## src/atlr_pkg.sv

```systemverilog
// Shared types and constants for the antialiased thick line rasterizer.
// Used by the channel interfaces and by every module of the block.
package atlr_pkg;

  localparam int COORD_BITS     = 10;
  localparam int FRAC_BITS      = 8;
  localparam int MAX_THICKNESS  = 7;
  localparam int THICK_BITS     = 3;
  localparam int INTENSITY_BITS = 8;
  localparam int HALF_BITS      = 2;
  localparam int PIX_BITS       = 12;
  localparam int ADDR_BITS      = 20;
  localparam int CFG_BITS       = 11;
  localparam int CFG_INDEX_BITS = 1;
  localparam int ROW_BITS       = COORD_BITS + FRAC_BITS;
  localparam int GRAD_BITS      = COORD_BITS;
  localparam int DIV_STEPS      = FRAC_BITS + 1;
  localparam int DIV_CNT_BITS   = $clog2(DIV_STEPS);
  localparam int OFS_BITS       = 3;

  localparam logic [INTENSITY_BITS-1:0] ALPHA_FULL = 8'hFF;

  localparam logic FUNC_LOAD    = 1'b0;
  localparam logic FUNC_ADVANCE = 1'b1;

  localparam logic [CFG_INDEX_BITS-1:0] CFG_FRAME_WIDTH  = 1'b0;
  localparam logic [CFG_INDEX_BITS-1:0] CFG_FRAME_HEIGHT = 1'b1;

  localparam logic [CFG_BITS-1:0] FRAME_WIDTH_RESET  = 11'd640;
  localparam logic [CFG_BITS-1:0] FRAME_HEIGHT_RESET = 11'd480;

  typedef enum logic [1:0] {
    CMD_LOAD,
    CMD_DISCARD,
    CMD_ADVANCE
  } cmd_kind_t;

  typedef struct packed {
    cmd_kind_t                       kind;
    logic                            steep;
    logic                            point_only;
    logic [COORD_BITS-1:0]           column;
    logic [COORD_BITS-1:0]           last_column;
    logic [COORD_BITS-1:0]           row_start;
    logic signed [GRAD_BITS-1:0]     gradient;
    logic [INTENSITY_BITS-1:0]       brightness;
    logic [HALF_BITS-1:0]            half_width;
    logic                            erase;
  } cmd_t;

  typedef struct packed {
    logic signed [PIX_BITS-1:0]      x;
    logic signed [PIX_BITS-1:0]      y;
    logic [INTENSITY_BITS-1:0]       alpha;
    logic                            erase;
    logic                            last;
    logic                            done;
  } pix_t;

  typedef enum logic [1:0] {
    F_IDLE,
    F_DIV,
    F_PUSH
  } front_state_t;

  typedef enum logic {
    B_FETCH,
    B_EMIT
  } back_state_t;

endpackage

```

## src/atlr_intf.sv

```systemverilog
// Channel interfaces of the rasterizer: line commands in, pixels out.
// Depends on atlr_pkg for field widths.
interface atlr_line_if;
  logic                                    valid;
  logic                                    ready;
  logic                                    func;
  logic [atlr_pkg::COORD_BITS-1:0]         start_x;
  logic [atlr_pkg::COORD_BITS-1:0]         start_y;
  logic [atlr_pkg::COORD_BITS-1:0]         end_x;
  logic [atlr_pkg::COORD_BITS-1:0]         end_y;
  logic [atlr_pkg::INTENSITY_BITS-1:0]     intensity;
  logic [atlr_pkg::THICK_BITS-1:0]         width_px;
  logic                                    erase;

  modport source (output valid, func, start_x, start_y, end_x, end_y, intensity,
                  width_px, erase, input ready);
  modport sink (input valid, func, start_x, start_y, end_x, end_y, intensity,
                width_px, erase, output ready);
endinterface

interface atlr_pixel_if;
  logic                                    valid;
  logic                                    ready;
  logic signed [atlr_pkg::PIX_BITS-1:0]    pixel_x;
  logic signed [atlr_pkg::PIX_BITS-1:0]    pixel_y;
  logic [atlr_pkg::ADDR_BITS-1:0]          pixel_address;
  logic                                    in_frame;
  logic [atlr_pkg::INTENSITY_BITS-1:0]     alpha;
  logic                                    erase_pixel;
  logic                                    last;
  logic                                    line_done;

  modport source (output valid, pixel_x, pixel_y, pixel_address, in_frame, alpha,
                  erase_pixel, last, line_done, input ready);
  modport sink (input valid, pixel_x, pixel_y, pixel_address, in_frame, alpha,
                erase_pixel, last, line_done, output ready);
endinterface

```

## src/antialiased_thick_line_rasterizer.sv

```systemverilog
// Antialiased thick line rasterizer: top level with frame registers and module wiring.
// Depends on atlr_pkg, atlr_intf, atlr_front, atlr_queue, atlr_back and atlr_emit.
//
// A load transaction sets up a line and emits nothing; the front end accepts it, runs nine
// divider steps at one gradient bit per cycle for a line of more than one point, then writes
// the queue, while the back end keeps drawing earlier commands.
// Each advance transaction yields one pixel per cycle, while the output is not stalled,
// after its queue fetch: 2h+1 pixels per column, 2h+2 when the minor position has a fraction,
// and (2h+1)^2 for a single point, where h is the half width (at most 3, so at most 8 and 49
// pixels). The pixel output port, one pixel per cycle, sets the drawing rate.
module antialiased_thick_line_rasterizer #(
  parameter int QUEUE_DEPTH = 4
) (
  input  logic                                  clk,
  input  logic                                  rst,
  input  logic                                  cfg_write,
  input  logic [atlr_pkg::CFG_INDEX_BITS-1:0]   cfg_index,
  input  logic [atlr_pkg::CFG_BITS-1:0]         cfg_data,
  atlr_line_if.sink                             line_in,
  atlr_pixel_if.source                          pixels
);

  logic [atlr_pkg::CFG_BITS-1:0] frame_width;
  logic [atlr_pkg::CFG_BITS-1:0] frame_height;

  logic            q_push, q_full, q_pop, q_avail;
  atlr_pkg::cmd_t  q_din, q_dout;
  logic            pix_valid, pix_ready;
  atlr_pkg::pix_t  pix;

  always_ff @(posedge clk) begin
    if (rst) begin
      frame_width <= atlr_pkg::FRAME_WIDTH_RESET;
      frame_height <= atlr_pkg::FRAME_HEIGHT_RESET;
    end else if (cfg_write) begin
      case (cfg_index)
        atlr_pkg::CFG_FRAME_WIDTH:  frame_width <= cfg_data;
        atlr_pkg::CFG_FRAME_HEIGHT: frame_height <= cfg_data;
        default: ;
      endcase
    end
  end

  atlr_front u_front (
    .clk     (clk),
    .rst     (rst),
    .line_in (line_in),
    .q_push  (q_push),
    .q_cmd   (q_din),
    .q_full  (q_full)
  );

  atlr_queue #(
    .DEPTH (QUEUE_DEPTH)
  ) u_queue (
    .clk   (clk),
    .rst   (rst),
    .push  (q_push),
    .din   (q_din),
    .full  (q_full),
    .pop   (q_pop),
    .dout  (q_dout),
    .avail (q_avail)
  );

  atlr_back u_back (
    .clk       (clk),
    .rst       (rst),
    .q_avail   (q_avail),
    .q_cmd     (q_dout),
    .q_pop     (q_pop),
    .pix_valid (pix_valid),
    .pix       (pix),
    .pix_ready (pix_ready)
  );

  atlr_emit u_emit (
    .clk          (clk),
    .rst          (rst),
    .pix_valid    (pix_valid),
    .pix          (pix),
    .pix_ready    (pix_ready),
    .frame_width  (frame_width),
    .frame_height (frame_height),
    .pixels       (pixels)
  );

endmodule

```

## src/atlr_front.sv

```systemverilog
// Front end: accepts line transactions, orders endpoints and runs the gradient divider.
// Depends on atlr_pkg and atlr_line_if; feeds commands to atlr_queue.
module atlr_front (
  input  logic              clk,
  input  logic              rst,
  atlr_line_if.sink         line_in,
  output logic              q_push,
  output atlr_pkg::cmd_t    q_cmd,
  input  logic              q_full
);

  atlr_pkg::front_state_t state, state_next;
  atlr_pkg::cmd_t         cmd;

  logic [atlr_pkg::COORD_BITS:0]       rem;
  logic [atlr_pkg::COORD_BITS-1:0]     divisor;
  logic [atlr_pkg::DIV_STEPS-1:0]      quo;
  logic [atlr_pkg::DIV_CNT_BITS-1:0]   step;
  logic                                dy_neg;

  logic                                accept;
  logic [atlr_pkg::COORD_BITS-1:0]     adx, ady;
  logic [atlr_pkg::COORD_BITS-1:0]     ma0, mi0, ma1, mi1;
  logic [atlr_pkg::COORD_BITS-1:0]     maj_lo, maj_hi, min_lo, min_hi;
  logic [atlr_pkg::COORD_BITS-1:0]     dmin_mag, dmaj;
  logic                                steep_in, swap_in, neg_in, point_in;
  logic [atlr_pkg::THICK_BITS-1:0]     thick;
  logic [atlr_pkg::INTENSITY_BITS-1:0] bright;
  logic [atlr_pkg::HALF_BITS-1:0]      hw;
  atlr_pkg::cmd_kind_t                 kind_in;
  logic                                ge;
  logic [atlr_pkg::COORD_BITS:0]       rem_sub;
  logic [atlr_pkg::GRAD_BITS-1:0]      grad_mag;

  assign accept = line_in.valid && line_in.ready;

  always_comb begin
    adx = (line_in.end_x >= line_in.start_x) ? line_in.end_x - line_in.start_x
                                             : line_in.start_x - line_in.end_x;
    ady = (line_in.end_y >= line_in.start_y) ? line_in.end_y - line_in.start_y
                                             : line_in.start_y - line_in.end_y;
    steep_in = ady > adx;
    ma0 = steep_in ? line_in.start_y : line_in.start_x;
    mi0 = steep_in ? line_in.start_x : line_in.start_y;
    ma1 = steep_in ? line_in.end_y : line_in.end_x;
    mi1 = steep_in ? line_in.end_x : line_in.end_y;
    swap_in = ma0 > ma1;
    maj_lo = swap_in ? ma1 : ma0;
    maj_hi = swap_in ? ma0 : ma1;
    min_lo = swap_in ? mi1 : mi0;
    min_hi = swap_in ? mi0 : mi1;
    point_in = maj_lo == maj_hi;
    neg_in = min_hi < min_lo;
    dmin_mag = neg_in ? min_lo - min_hi : min_hi - min_lo;
    dmaj = maj_hi - maj_lo;
    thick = (line_in.width_px > atlr_pkg::THICK_BITS'(atlr_pkg::MAX_THICKNESS))
            ? atlr_pkg::THICK_BITS'(atlr_pkg::MAX_THICKNESS) : line_in.width_px;
    bright = line_in.erase ? atlr_pkg::ALPHA_FULL : line_in.intensity;
    hw = (thick > atlr_pkg::THICK_BITS'(1))
         ? atlr_pkg::HALF_BITS'((thick - atlr_pkg::THICK_BITS'(1)) >> 1) : '0;
    if (line_in.func == atlr_pkg::FUNC_ADVANCE) begin
      kind_in = atlr_pkg::CMD_ADVANCE;
    end else if (bright == '0) begin
      kind_in = atlr_pkg::CMD_DISCARD;
    end else begin
      kind_in = atlr_pkg::CMD_LOAD;
    end
  end

  // One quotient bit per cycle of (|minor delta| * 256) / major delta, restoring form.
  always_comb begin
    ge = rem >= {1'b0, divisor};
    rem_sub = ge ? rem - {1'b0, divisor} : rem;
    grad_mag = atlr_pkg::GRAD_BITS'(quo);
  end

  always_comb begin
    q_cmd = cmd;
    q_cmd.gradient = dy_neg ? -grad_mag : grad_mag;
  end

  always_comb begin
    state_next = state;
    unique case (state)
      atlr_pkg::F_IDLE: begin
        if (accept) begin
          if (kind_in == atlr_pkg::CMD_LOAD && !point_in) begin
            state_next = atlr_pkg::F_DIV;
          end else begin
            state_next = atlr_pkg::F_PUSH;
          end
        end
      end
      atlr_pkg::F_DIV: begin
        if (step == atlr_pkg::DIV_CNT_BITS'(atlr_pkg::DIV_STEPS - 1)) begin
          state_next = atlr_pkg::F_PUSH;
        end
      end
      atlr_pkg::F_PUSH: begin
        if (!q_full) begin
          state_next = atlr_pkg::F_IDLE;
        end
      end
      default: state_next = atlr_pkg::F_IDLE;
    endcase
  end

  always_comb begin
    line_in.ready = state == atlr_pkg::F_IDLE;
    q_push = (state == atlr_pkg::F_PUSH) && !q_full;
  end

  always_ff @(posedge clk) begin
    if (rst) begin
      state <= atlr_pkg::F_IDLE;
    end else begin
      state <= state_next;
    end
  end

  always_ff @(posedge clk) begin
    if (accept) begin
      cmd.kind <= kind_in;
      cmd.steep <= steep_in;
      cmd.point_only <= point_in;
      cmd.column <= maj_lo;
      cmd.last_column <= maj_hi;
      cmd.row_start <= min_lo;
      cmd.gradient <= '0;
      cmd.brightness <= bright;
      cmd.half_width <= hw;
      cmd.erase <= line_in.erase;
      rem <= {1'b0, dmin_mag};
      divisor <= dmaj;
      dy_neg <= neg_in;
      quo <= '0;
      step <= '0;
    end else if (state == atlr_pkg::F_DIV) begin
      rem <= {rem_sub[atlr_pkg::COORD_BITS-1:0], 1'b0};
      quo <= {quo[atlr_pkg::DIV_STEPS-2:0], ge};
      step <= step + 1'b1;
    end
  end

endmodule

```

## src/atlr_queue.sv

```systemverilog
// Command queue between the front end and the pixel sequencer.
// Depends on atlr_pkg for the command type.
module atlr_queue #(
  parameter int DEPTH = 4
) (
  input  logic              clk,
  input  logic              rst,
  input  logic              push,
  input  atlr_pkg::cmd_t    din,
  output logic              full,
  input  logic              pop,
  output atlr_pkg::cmd_t    dout,
  output logic              avail
);

  localparam int PTR_W = (DEPTH > 1) ? $clog2(DEPTH) : 1;
  localparam int CNT_W = $clog2(DEPTH + 1);

  atlr_pkg::cmd_t     entries [DEPTH];
  logic [PTR_W-1:0]   wptr, rptr;
  logic [CNT_W-1:0]   count;

  assign full  = count == CNT_W'(DEPTH);
  assign avail = count != '0;
  assign dout  = entries[rptr];

  always_ff @(posedge clk) begin
    if (rst) begin
      wptr <= '0;
      rptr <= '0;
      count <= '0;
    end else begin
      if (push) begin
        wptr <= (wptr == PTR_W'(DEPTH - 1)) ? '0 : wptr + 1'b1;
      end
      if (pop) begin
        rptr <= (rptr == PTR_W'(DEPTH - 1)) ? '0 : rptr + 1'b1;
      end
      if (push && !pop) begin
        count <= count + 1'b1;
      end else if (pop && !push) begin
        count <= count - 1'b1;
      end
    end
  end

  always_ff @(posedge clk) begin
    if (push) begin
      entries[wptr] <= din;
    end
  end

  a_count_bound: assert property (@(posedge clk) disable iff (rst)
    count <= CNT_W'(DEPTH)) else $error("queue count exceeds depth");
  a_no_overflow: assert property (@(posedge clk) disable iff (rst)
    push |-> !full) else $error("push into full queue");
  a_no_underflow: assert property (@(posedge clk) disable iff (rst)
    pop |-> avail) else $error("pop from empty queue");

endmodule

```

## src/atlr_back.sv

```systemverilog
// Pixel sequencer: holds the active line and walks one column per advance command.
// Depends on atlr_pkg; reads atlr_queue and feeds atlr_emit.
module atlr_back (
  input  logic              clk,
  input  logic              rst,
  input  logic              q_avail,
  input  atlr_pkg::cmd_t    q_cmd,
  output logic              q_pop,
  output logic              pix_valid,
  output atlr_pkg::pix_t    pix,
  input  logic              pix_ready
);

  atlr_pkg::back_state_t state, state_next;

  logic                                  active;
  logic                                  steep;
  logic                                  point_only;
  logic [atlr_pkg::COORD_BITS-1:0]       column;
  logic [atlr_pkg::COORD_BITS-1:0]       last_column;
  logic [atlr_pkg::ROW_BITS-1:0]         row_fixed;
  logic signed [atlr_pkg::GRAD_BITS-1:0] gradient;
  logic [atlr_pkg::INTENSITY_BITS-1:0]   bright;
  logic [atlr_pkg::HALF_BITS-1:0]        hw;
  logic                                  erase_mode;
  logic [atlr_pkg::OFS_BITS-1:0]         cnt_a, cnt_b;

  logic [atlr_pkg::COORD_BITS-1:0]       yi;
  logic [atlr_pkg::FRAC_BITS-1:0]        frac;
  logic [atlr_pkg::OFS_BITS-1:0]         span, line_end;
  logic                                  pix_last, col_done, pix_done, fire;
  logic                                  is_top, is_edge;
  logic [atlr_pkg::FRAC_BITS-1:0]        weight;
  logic [2*atlr_pkg::INTENSITY_BITS-1:0] prod;
  logic [atlr_pkg::PIX_BITS-1:0]         base_minor, minor, major, pt_x, pt_y;
  atlr_pkg::pix_t                        pix_calc;

  always_comb begin
    yi = row_fixed[atlr_pkg::ROW_BITS-1:atlr_pkg::FRAC_BITS];
    frac = row_fixed[atlr_pkg::FRAC_BITS-1:0];
    span = {hw, 1'b0};
    line_end = (frac != '0) ? span + 1'b1 : span;
    if (point_only) begin
      pix_last = (cnt_a == span) && (cnt_b == span);
    end else begin
      pix_last = cnt_a == line_end;
    end
    col_done = column >= last_column;
    pix_done = pix_last && (point_only || col_done);
    fire = (state == atlr_pkg::B_EMIT) && (!pix_valid || pix_ready);

    is_top = cnt_a == '0;
    is_edge = !point_only && (is_top || (cnt_a == span + 1'b1));
    weight = is_top ? atlr_pkg::ALPHA_FULL - frac : frac;
    prod = (2*atlr_pkg::INTENSITY_BITS)'(bright) * (2*atlr_pkg::INTENSITY_BITS)'(weight);

    base_minor = atlr_pkg::PIX_BITS'(yi) - atlr_pkg::PIX_BITS'(hw);
    minor = base_minor + atlr_pkg::PIX_BITS'(cnt_a);
    major = atlr_pkg::PIX_BITS'(column);
    pt_x = major - atlr_pkg::PIX_BITS'(hw) + atlr_pkg::PIX_BITS'(cnt_a);
    pt_y = base_minor + atlr_pkg::PIX_BITS'(cnt_b);

    if (point_only) begin
      pix_calc.x = pt_x;
      pix_calc.y = pt_y;
    end else if (steep) begin
      pix_calc.x = minor;
      pix_calc.y = major;
    end else begin
      pix_calc.x = major;
      pix_calc.y = minor;
    end
    pix_calc.alpha = is_edge ? prod[2*atlr_pkg::INTENSITY_BITS-1:atlr_pkg::INTENSITY_BITS]
                             : bright;
    pix_calc.erase = erase_mode;
    pix_calc.last = pix_last;
    pix_calc.done = pix_done;
  end

  always_comb begin
    state_next = state;
    unique case (state)
      atlr_pkg::B_FETCH: begin
        if (q_avail && q_cmd.kind == atlr_pkg::CMD_ADVANCE && active) begin
          state_next = atlr_pkg::B_EMIT;
        end
      end
      atlr_pkg::B_EMIT: begin
        if (fire && pix_last) begin
          state_next = atlr_pkg::B_FETCH;
        end
      end
      default: state_next = atlr_pkg::B_FETCH;
    endcase
  end

  always_comb begin
    q_pop = (state == atlr_pkg::B_FETCH) && q_avail;
  end

  always_ff @(posedge clk) begin
    if (rst) begin
      state <= atlr_pkg::B_FETCH;
      active <= 1'b0;
      pix_valid <= 1'b0;
    end else begin
      state <= state_next;
      if (q_pop) begin
        case (q_cmd.kind)
          atlr_pkg::CMD_LOAD:    active <= 1'b1;
          atlr_pkg::CMD_DISCARD: active <= 1'b0;
          default: ;
        endcase
      end else if (fire && pix_done) begin
        active <= 1'b0;
      end
      if (fire) begin
        pix_valid <= 1'b1;
      end else if (pix_ready) begin
        pix_valid <= 1'b0;
      end
    end
  end

  always_ff @(posedge clk) begin
    if (q_pop && q_cmd.kind == atlr_pkg::CMD_LOAD) begin
      steep <= q_cmd.steep;
      point_only <= q_cmd.point_only;
      column <= q_cmd.column;
      last_column <= q_cmd.last_column;
      row_fixed <= {q_cmd.row_start, {atlr_pkg::FRAC_BITS{1'b0}}};
      gradient <= q_cmd.gradient;
      bright <= q_cmd.brightness;
      hw <= q_cmd.half_width;
      erase_mode <= q_cmd.erase;
    end else if (fire && pix_last && !pix_done) begin
      column <= column + 1'b1;
      row_fixed <= row_fixed + {{(atlr_pkg::ROW_BITS - atlr_pkg::GRAD_BITS)
                                 {gradient[atlr_pkg::GRAD_BITS-1]}}, gradient};
    end
    if (q_pop) begin
      cnt_a <= '0;
      cnt_b <= '0;
    end else if (fire) begin
      if (point_only && cnt_a == span) begin
        cnt_a <= '0;
        cnt_b <= cnt_b + 1'b1;
      end else begin
        cnt_a <= cnt_a + 1'b1;
      end
    end
    if (fire) begin
      pix <= pix_calc;
    end
  end

  a_emit_active: assert property (@(posedge clk) disable iff (rst)
    state == atlr_pkg::B_EMIT |-> active) else $error("emitting without a line");
  a_done_last: assert property (@(posedge clk) disable iff (rst)
    pix_valid && pix.done |-> pix.last) else $error("line end not on column end");
  a_point_ends: assert property (@(posedge clk) disable iff (rst)
    fire && pix_last && point_only |=> !active) else $error("point left line active");

endmodule

```

## src/atlr_emit.sv

```systemverilog
// Output stage: frame clipping flag, framebuffer address and the pixel output register.
// Depends on atlr_pkg and atlr_pixel_if; fed by atlr_back.
module atlr_emit (
  input  logic                            clk,
  input  logic                            rst,
  input  logic                            pix_valid,
  input  atlr_pkg::pix_t                  pix,
  output logic                            pix_ready,
  input  logic [atlr_pkg::CFG_BITS-1:0]   frame_width,
  input  logic [atlr_pkg::CFG_BITS-1:0]   frame_height,
  atlr_pixel_if.source                    pixels
);

  localparam int PROD_BITS = 2 * atlr_pkg::CFG_BITS;

  logic                              out_valid;
  logic [atlr_pkg::CFG_BITS-1:0]     ux, uy;
  logic                              in_frame_calc;
  logic [PROD_BITS-1:0]              row_base, addr_full;
  logic [atlr_pkg::ADDR_BITS-1:0]    addr_calc;

  always_comb begin
    ux = pix.x[atlr_pkg::CFG_BITS-1:0];
    uy = pix.y[atlr_pkg::CFG_BITS-1:0];
    in_frame_calc = !pix.x[atlr_pkg::PIX_BITS-1] && !pix.y[atlr_pkg::PIX_BITS-1] &&
                    (ux < frame_width) && (uy < frame_height);
    row_base = PROD_BITS'(uy) * PROD_BITS'(frame_width);
    addr_full = row_base + PROD_BITS'(ux);
    addr_calc = in_frame_calc ? addr_full[atlr_pkg::ADDR_BITS-1:0] : '0;
  end

  assign pix_ready = !out_valid || pixels.ready;
  assign pixels.valid = out_valid;

  always_ff @(posedge clk) begin
    if (rst) begin
      out_valid <= 1'b0;
    end else if (pix_ready) begin
      out_valid <= pix_valid;
    end
  end

  always_ff @(posedge clk) begin
    if (pix_valid && pix_ready) begin
      pixels.pixel_x <= pix.x;
      pixels.pixel_y <= pix.y;
      pixels.pixel_address <= addr_calc;
      pixels.in_frame <= in_frame_calc;
      pixels.alpha <= pix.alpha;
      pixels.erase_pixel <= pix.erase;
      pixels.last <= pix.last;
      pixels.line_done <= pix.done;
    end
  end

endmodule
```

## src/flat_wrapper.sv

```systemverilog
// flat-port wrapper written by rule: the top's interface ports become plain ports
module antialiased_thick_line_rasterizer_flat 
#(
  parameter int QUEUE_DEPTH = 4
)
  (clk, rst, cfg_write, cfg_index, cfg_data, line_in_valid, line_in_func, line_in_start_x, line_in_start_y, line_in_end_x, line_in_end_y, line_in_intensity, line_in_width_px, line_in_erase, line_in_ready, pixels_valid, pixels_pixel_x, pixels_pixel_y, pixels_pixel_address, pixels_in_frame, pixels_alpha, pixels_erase_pixel, pixels_last, pixels_line_done, pixels_ready);
  atlr_line_if line_in_i ();
  atlr_pixel_if pixels_i ();
  input  logic clk;
  input  logic rst;
  input  logic cfg_write;
  input  logic [atlr_pkg::CFG_INDEX_BITS-1:0] cfg_index;
  input  logic [atlr_pkg::CFG_BITS-1:0] cfg_data;
  input wire logic [$bits(line_in_i.valid)-1:0] line_in_valid;
  input wire logic [$bits(line_in_i.func)-1:0] line_in_func;
  input wire logic [$bits(line_in_i.start_x)-1:0] line_in_start_x;
  input wire logic [$bits(line_in_i.start_y)-1:0] line_in_start_y;
  input wire logic [$bits(line_in_i.end_x)-1:0] line_in_end_x;
  input wire logic [$bits(line_in_i.end_y)-1:0] line_in_end_y;
  input wire logic [$bits(line_in_i.intensity)-1:0] line_in_intensity;
  input wire logic [$bits(line_in_i.width_px)-1:0] line_in_width_px;
  input wire logic [$bits(line_in_i.erase)-1:0] line_in_erase;
  output wire logic [$bits(line_in_i.ready)-1:0] line_in_ready;
  output wire logic [$bits(pixels_i.valid)-1:0] pixels_valid;
  output wire logic [$bits(pixels_i.pixel_x)-1:0] pixels_pixel_x;
  output wire logic [$bits(pixels_i.pixel_y)-1:0] pixels_pixel_y;
  output wire logic [$bits(pixels_i.pixel_address)-1:0] pixels_pixel_address;
  output wire logic [$bits(pixels_i.in_frame)-1:0] pixels_in_frame;
  output wire logic [$bits(pixels_i.alpha)-1:0] pixels_alpha;
  output wire logic [$bits(pixels_i.erase_pixel)-1:0] pixels_erase_pixel;
  output wire logic [$bits(pixels_i.last)-1:0] pixels_last;
  output wire logic [$bits(pixels_i.line_done)-1:0] pixels_line_done;
  input wire logic [$bits(pixels_i.ready)-1:0] pixels_ready;
  assign line_in_i.valid = line_in_valid;
  assign line_in_i.func = line_in_func;
  assign line_in_i.start_x = line_in_start_x;
  assign line_in_i.start_y = line_in_start_y;
  assign line_in_i.end_x = line_in_end_x;
  assign line_in_i.end_y = line_in_end_y;
  assign line_in_i.intensity = line_in_intensity;
  assign line_in_i.width_px = line_in_width_px;
  assign line_in_i.erase = line_in_erase;
  assign line_in_ready = line_in_i.ready;
  assign pixels_valid = pixels_i.valid;
  assign pixels_pixel_x = pixels_i.pixel_x;
  assign pixels_pixel_y = pixels_i.pixel_y;
  assign pixels_pixel_address = pixels_i.pixel_address;
  assign pixels_in_frame = pixels_i.in_frame;
  assign pixels_alpha = pixels_i.alpha;
  assign pixels_erase_pixel = pixels_i.erase_pixel;
  assign pixels_last = pixels_i.last;
  assign pixels_line_done = pixels_i.line_done;
  assign pixels_i.ready = pixels_ready;
  antialiased_thick_line_rasterizer #(.QUEUE_DEPTH(QUEUE_DEPTH)) u_core (.clk(clk), .rst(rst), .cfg_write(cfg_write), .cfg_index(cfg_index), .cfg_data(cfg_data), .line_in(line_in_i), .pixels(pixels_i));
endmodule
```

## config.mk

```make
export PLATFORM = sky130hd
export DESIGN_NAME = antialiased_thick_line_rasterizer_flat
export DESIGN_NICKNAME = d
export VERILOG_FILES = /design/src/atlr_pkg.sv /design/src/atlr_intf.sv /design/src/antialiased_thick_line_rasterizer.sv /design/src/atlr_front.sv /design/src/atlr_queue.sv /design/src/atlr_back.sv /design/src/atlr_emit.sv /design/src/flat_wrapper.sv
export SDC_FILE = /design/constraint.sdc
export NUM_CORES = 1
export LEC_CHECK = 0
export BUFFER_PORTS_ARGS = -buffer_cell sky130_fd_sc_hd__buf_4
export CAP_MARGIN = 20
export CORE_ASPECT_RATIO = 2
export CORE_MARGIN = 2
export CORE_UTILIZATION = 39
export CTS_BUF_LIST = sky130_fd_sc_hd__clkbuf_8
export DETAILED_ROUTE_END_ITERATION = 12
export MAX_ROUTING_LAYER = met4
export PLACE_DENSITY = 0.54
export SYNTH_ARGS = -nofsm -noshare
export SYNTH_HDL_FRONTEND = slang
export SYNTH_HIERARCHICAL = 1
export SYNTH_SLANG_ARGS = --single-unit
```

## constraint.sdc

```tcl
create_clock -name clk -period 12.6 [get_ports clk]
set_clock_uncertainty 0.15 [all_clocks]
set_input_delay 2.52 -clock clk [delete_from_list [all_inputs] [get_ports clk]]
set_output_delay 2.52 -clock clk [all_outputs]
set_load 0.005 [all_outputs]
```

==> impl_metrics.json <==
{
  "ant_nets": 0,
  "final_layout_size_suffix_gt1_share_pct": 13.9,
  "ctsHoldBuffers": 0,
  "ys_async_sr_fraction_pct": 0,
  "crit_fanout": 21,
  "synth-seq-cells": 495,
  "grt_overflow": 0,
  "dp_hpwl_mm": 69.0,
  "clock.fmax_mhz": 83.6,
  "layout_common_cells": "edfxtp_1 (430), inv_1 (359), nand2_1 (259), ha_1 (243), buf_4 (197)",
  "synth_flop_cell": "edfxtp_1",
  "final_util_pct": 43.8,
  "arrival_ns": 12.25,
  "syn_nets": 3384,
  "relSlewSlack_pct": 34.8,
  "insertion_delay_ns": 0.71,
  "outcome": "complete, no violations",
  "reg2regPathDepth": 16,
  "end_kind": "flip-flop",
  "drt_iter0_drc": 980,
  "dieHeight_um": 414,
  "synth_area_mm2": 0.0327,
  "finalNetCount": 3555,
  "period_share_pct": 95.0,
  "critPathMaxStageDelay_ns": 0.62,
  "cts_tree": "yes",
  "grt_max_degree": 69,
  "routabilityCongestion": 0.941,
  "cts_buffers": 75,
  "layout_commonest_cell": "edfxtp_1",
  "grt_use_total_pct": 21.3,
  "cap_violations": 0,
  "wl_per_cell_um": 20.7,
  "synth_edf_count": 430,
  "clkSlewWorstSetupHoldPaths_ns": 0.06,
  "die_w_um": 209,
  "cts_sinks": 495,
  "remaining_drc_errors": 0,
  "grt_pass1_vias": 24800,
  "min_period_ns": 11.97,
  "die-area_mm2": 0.0864,
  "coreArea_mm2": 0.0833,
  "path_class": "in2reg",
  "wl_mm": 87.5,
  "port_buffers": 127,
  "start_kind": "input pin",
  "ys_warn_count": 6,
  "cpMaxStageDelayCell": "or4_4",
  "crit_cells": 51,
  "grt_pass1_wl_mm": 136,
  "seq_area_frac_synth_pct": 43.4,
  "drv_slew": 0,
  "drtPass1Iterations": 6,
  "fp-row-count": 150,
  "grt_setup_unrepaired": "no",
  "min_path_cells": 0,
  "nFillCells": 7838,
  "cts_buffer_depth": 3,
  "hp-class": "reg2reg",
  "antenna_found_initial": 1,
  "hold_violations": 0,
  "start_util_pct": 39.3,
  "tightest_slew_ns": 0.978,
  "area_delta_synth_final_pct": 11.7,
  "required_ns": 12.88,
  "finalSetupViolCount": 0,
  "netlist_instances": 2932,
  "io_pins": 128,
  "cp_num_buf_inv": 9,
  "avgViaCountPerCell": 5.33,
  "synthDistinctLibCells": 110,
  "vias": 22600,
  "critPathTopFamily": "compound AO/OA/AOI/OAI gates",
  "h-tree-depth": 3,
  "cts-root-buf": "clkbuf_8",
  "syn_area_per_cell_um2": 11.2
}
## logic make-up (layout without fill, tap and decap cells)
logic type,count (synthesis),after routing,synth area share [%]
other,0,3,0
adder cells (fa/ha/maj),385,385,17.9
AO/OA/AOI/OAI,522,522,10.4
AND/OR/NAND/NOR,809,809,12.4
XOR/XNOR,131,131,3.59
multiplexers,142,142,6.57
buffers and inverters,448,678,5.68
flip-flops,495,495,43.4
## sequential cells by signal (all words and copies together) (netlist names), 11 cells and up, named ones only
name                                count
u_core/frame_width                     11
u_core/u_back/pix                      35
u_core/u_emit/pixels.pixel_y           12
u_core/u_front/rem                     11
u_core/u_emit/pixels.pixel_x           12
u_core/u_front/q_cmd                   45
u_core/frame_height                    11
u_core/u_back/row_fixed                18
u_core/u_emit/pixels.pixel_address     20
u_core/u_queue/entries                220
## path summary, 6_finish.rpt
path,end,startpoint,slack (ns)
setup / recovery,u_core/u_front/rem[8],line_in_end_y[0],0.63
hold reg to reg,u_core/u_emit/pixels.alpha[7],u_core/u_back/pix[10],0.27
setup reg to reg,u_core/u_emit/pixels.pixel_address[17],u_core/u_back/pix[13],6.21
hold / removal,u_core/u_emit/pixels.alpha[7],u_core/u_back/pix[10],0.27
## synth_stat cells, drive strengths merged, types with 15 or more instances
master / count / area [um^2]
nand2: 262 / 1010
edfxtp: 430 / 12900
nor2: 177 / 669
a211oi: 30 / 230
nand2b: 42 / 263
a31oi: 17 / 106
inv: 340 / 1280
a21o: 48 / 362
nor2b: 49 / 317
fa: 139 / 2780
and2: 91 / 569
nand3: 46 / 230
o21ai: 132 / 661
nor3: 38 / 210
buf: 39 / 309
mux2i: 73 / 734
a21oi: 139 / 699
o211ai: 26 / 195
xor2: 49 / 429
xnor2: 82 / 744
or2: 15 / 96.4
ha: 243 / 3040
dfxtp: 65 / 1300
clkbuf: 66 / 249
o31ai: 18 / 159
mux4: 55 / 1260
## stage by stage
| step | worst slack [ns] | instance area [um^2] | hold slack (ns) | TNS [ns] | instances |
|---|---|---|---|---|---|
| after detailed placement | -0.0529 | 35000 | 0.255 | -0.0529 | 4089 |
| final | 0.632 | 36500 | 0.268 | 0 | 4229 |
| after floorplan | 0.0292 | 32700 | 0.250 | 0 | 2932 |
| after CTS | 0.752 | 36500 | 0.269 | 0 | 4225 |
| after global routing | 0.00127 | 36500 | 0.291 | 0 | 4228 |
| after global placement | 0.174 | 35000 | 0.260 | 0 | 4089 |
## layer usage
| layer | GRT usage (%) | routed length (um) | vias to the layer above |
|---|---|---|---|
| met4 | 14.2 | 6000 | 0 |
| li1 | - | - | 10700 |
| met2 | 42.4 | 50800 | 549 |
| met1 | 18.0 | 28200 | 11100 |
| met3 | 2.82 | 2610 | 272 |
| met5 | - | 0 | - |
## worst reg2reg max path, cell delays in order, from the launching register on
cell,delay [ns]
edfxtp_1,0.68
and2_1,0.33
fa_1,0.52
fa_1,0.53
fa_1,0.53
fa_1,0.56
inv_1,0.06
fa_1,0.54
inv_1,0.05
ha_1,0.38
inv_1,0.05
o21ai_0,0.64
a21oi_1,0.08
o21ai_1,0.49
a31oi_1,0.21
xor2_1,0.22
nor2_1,0.07
## cell type report
class                           count  area [um^2]  share of cell area (%)
Clock inverter                     53          349                   0.955
Multi-Input combinational cell   1989        16700                    45.6
Timing Repair Buffer              200         1530                    4.19
Tap cell                         1064         1330                    3.64
Clock buffer                       83         1140                    3.13
Sequential cell                   495        14200                    38.9
Inverter                          342         1290                    3.53
Antenna cell                        3         7.51                  0.0205
## what timing repair did
item | in CTS | in global routing
setup buffers | 0 | 0
endpoints found under the setup margin | 0 | 1
resized for setup | 0 | 2
Power is left out: the tool's default activity adds up to more than one toggle a clock period on the data nets, which glitch-free logic cannot reach.
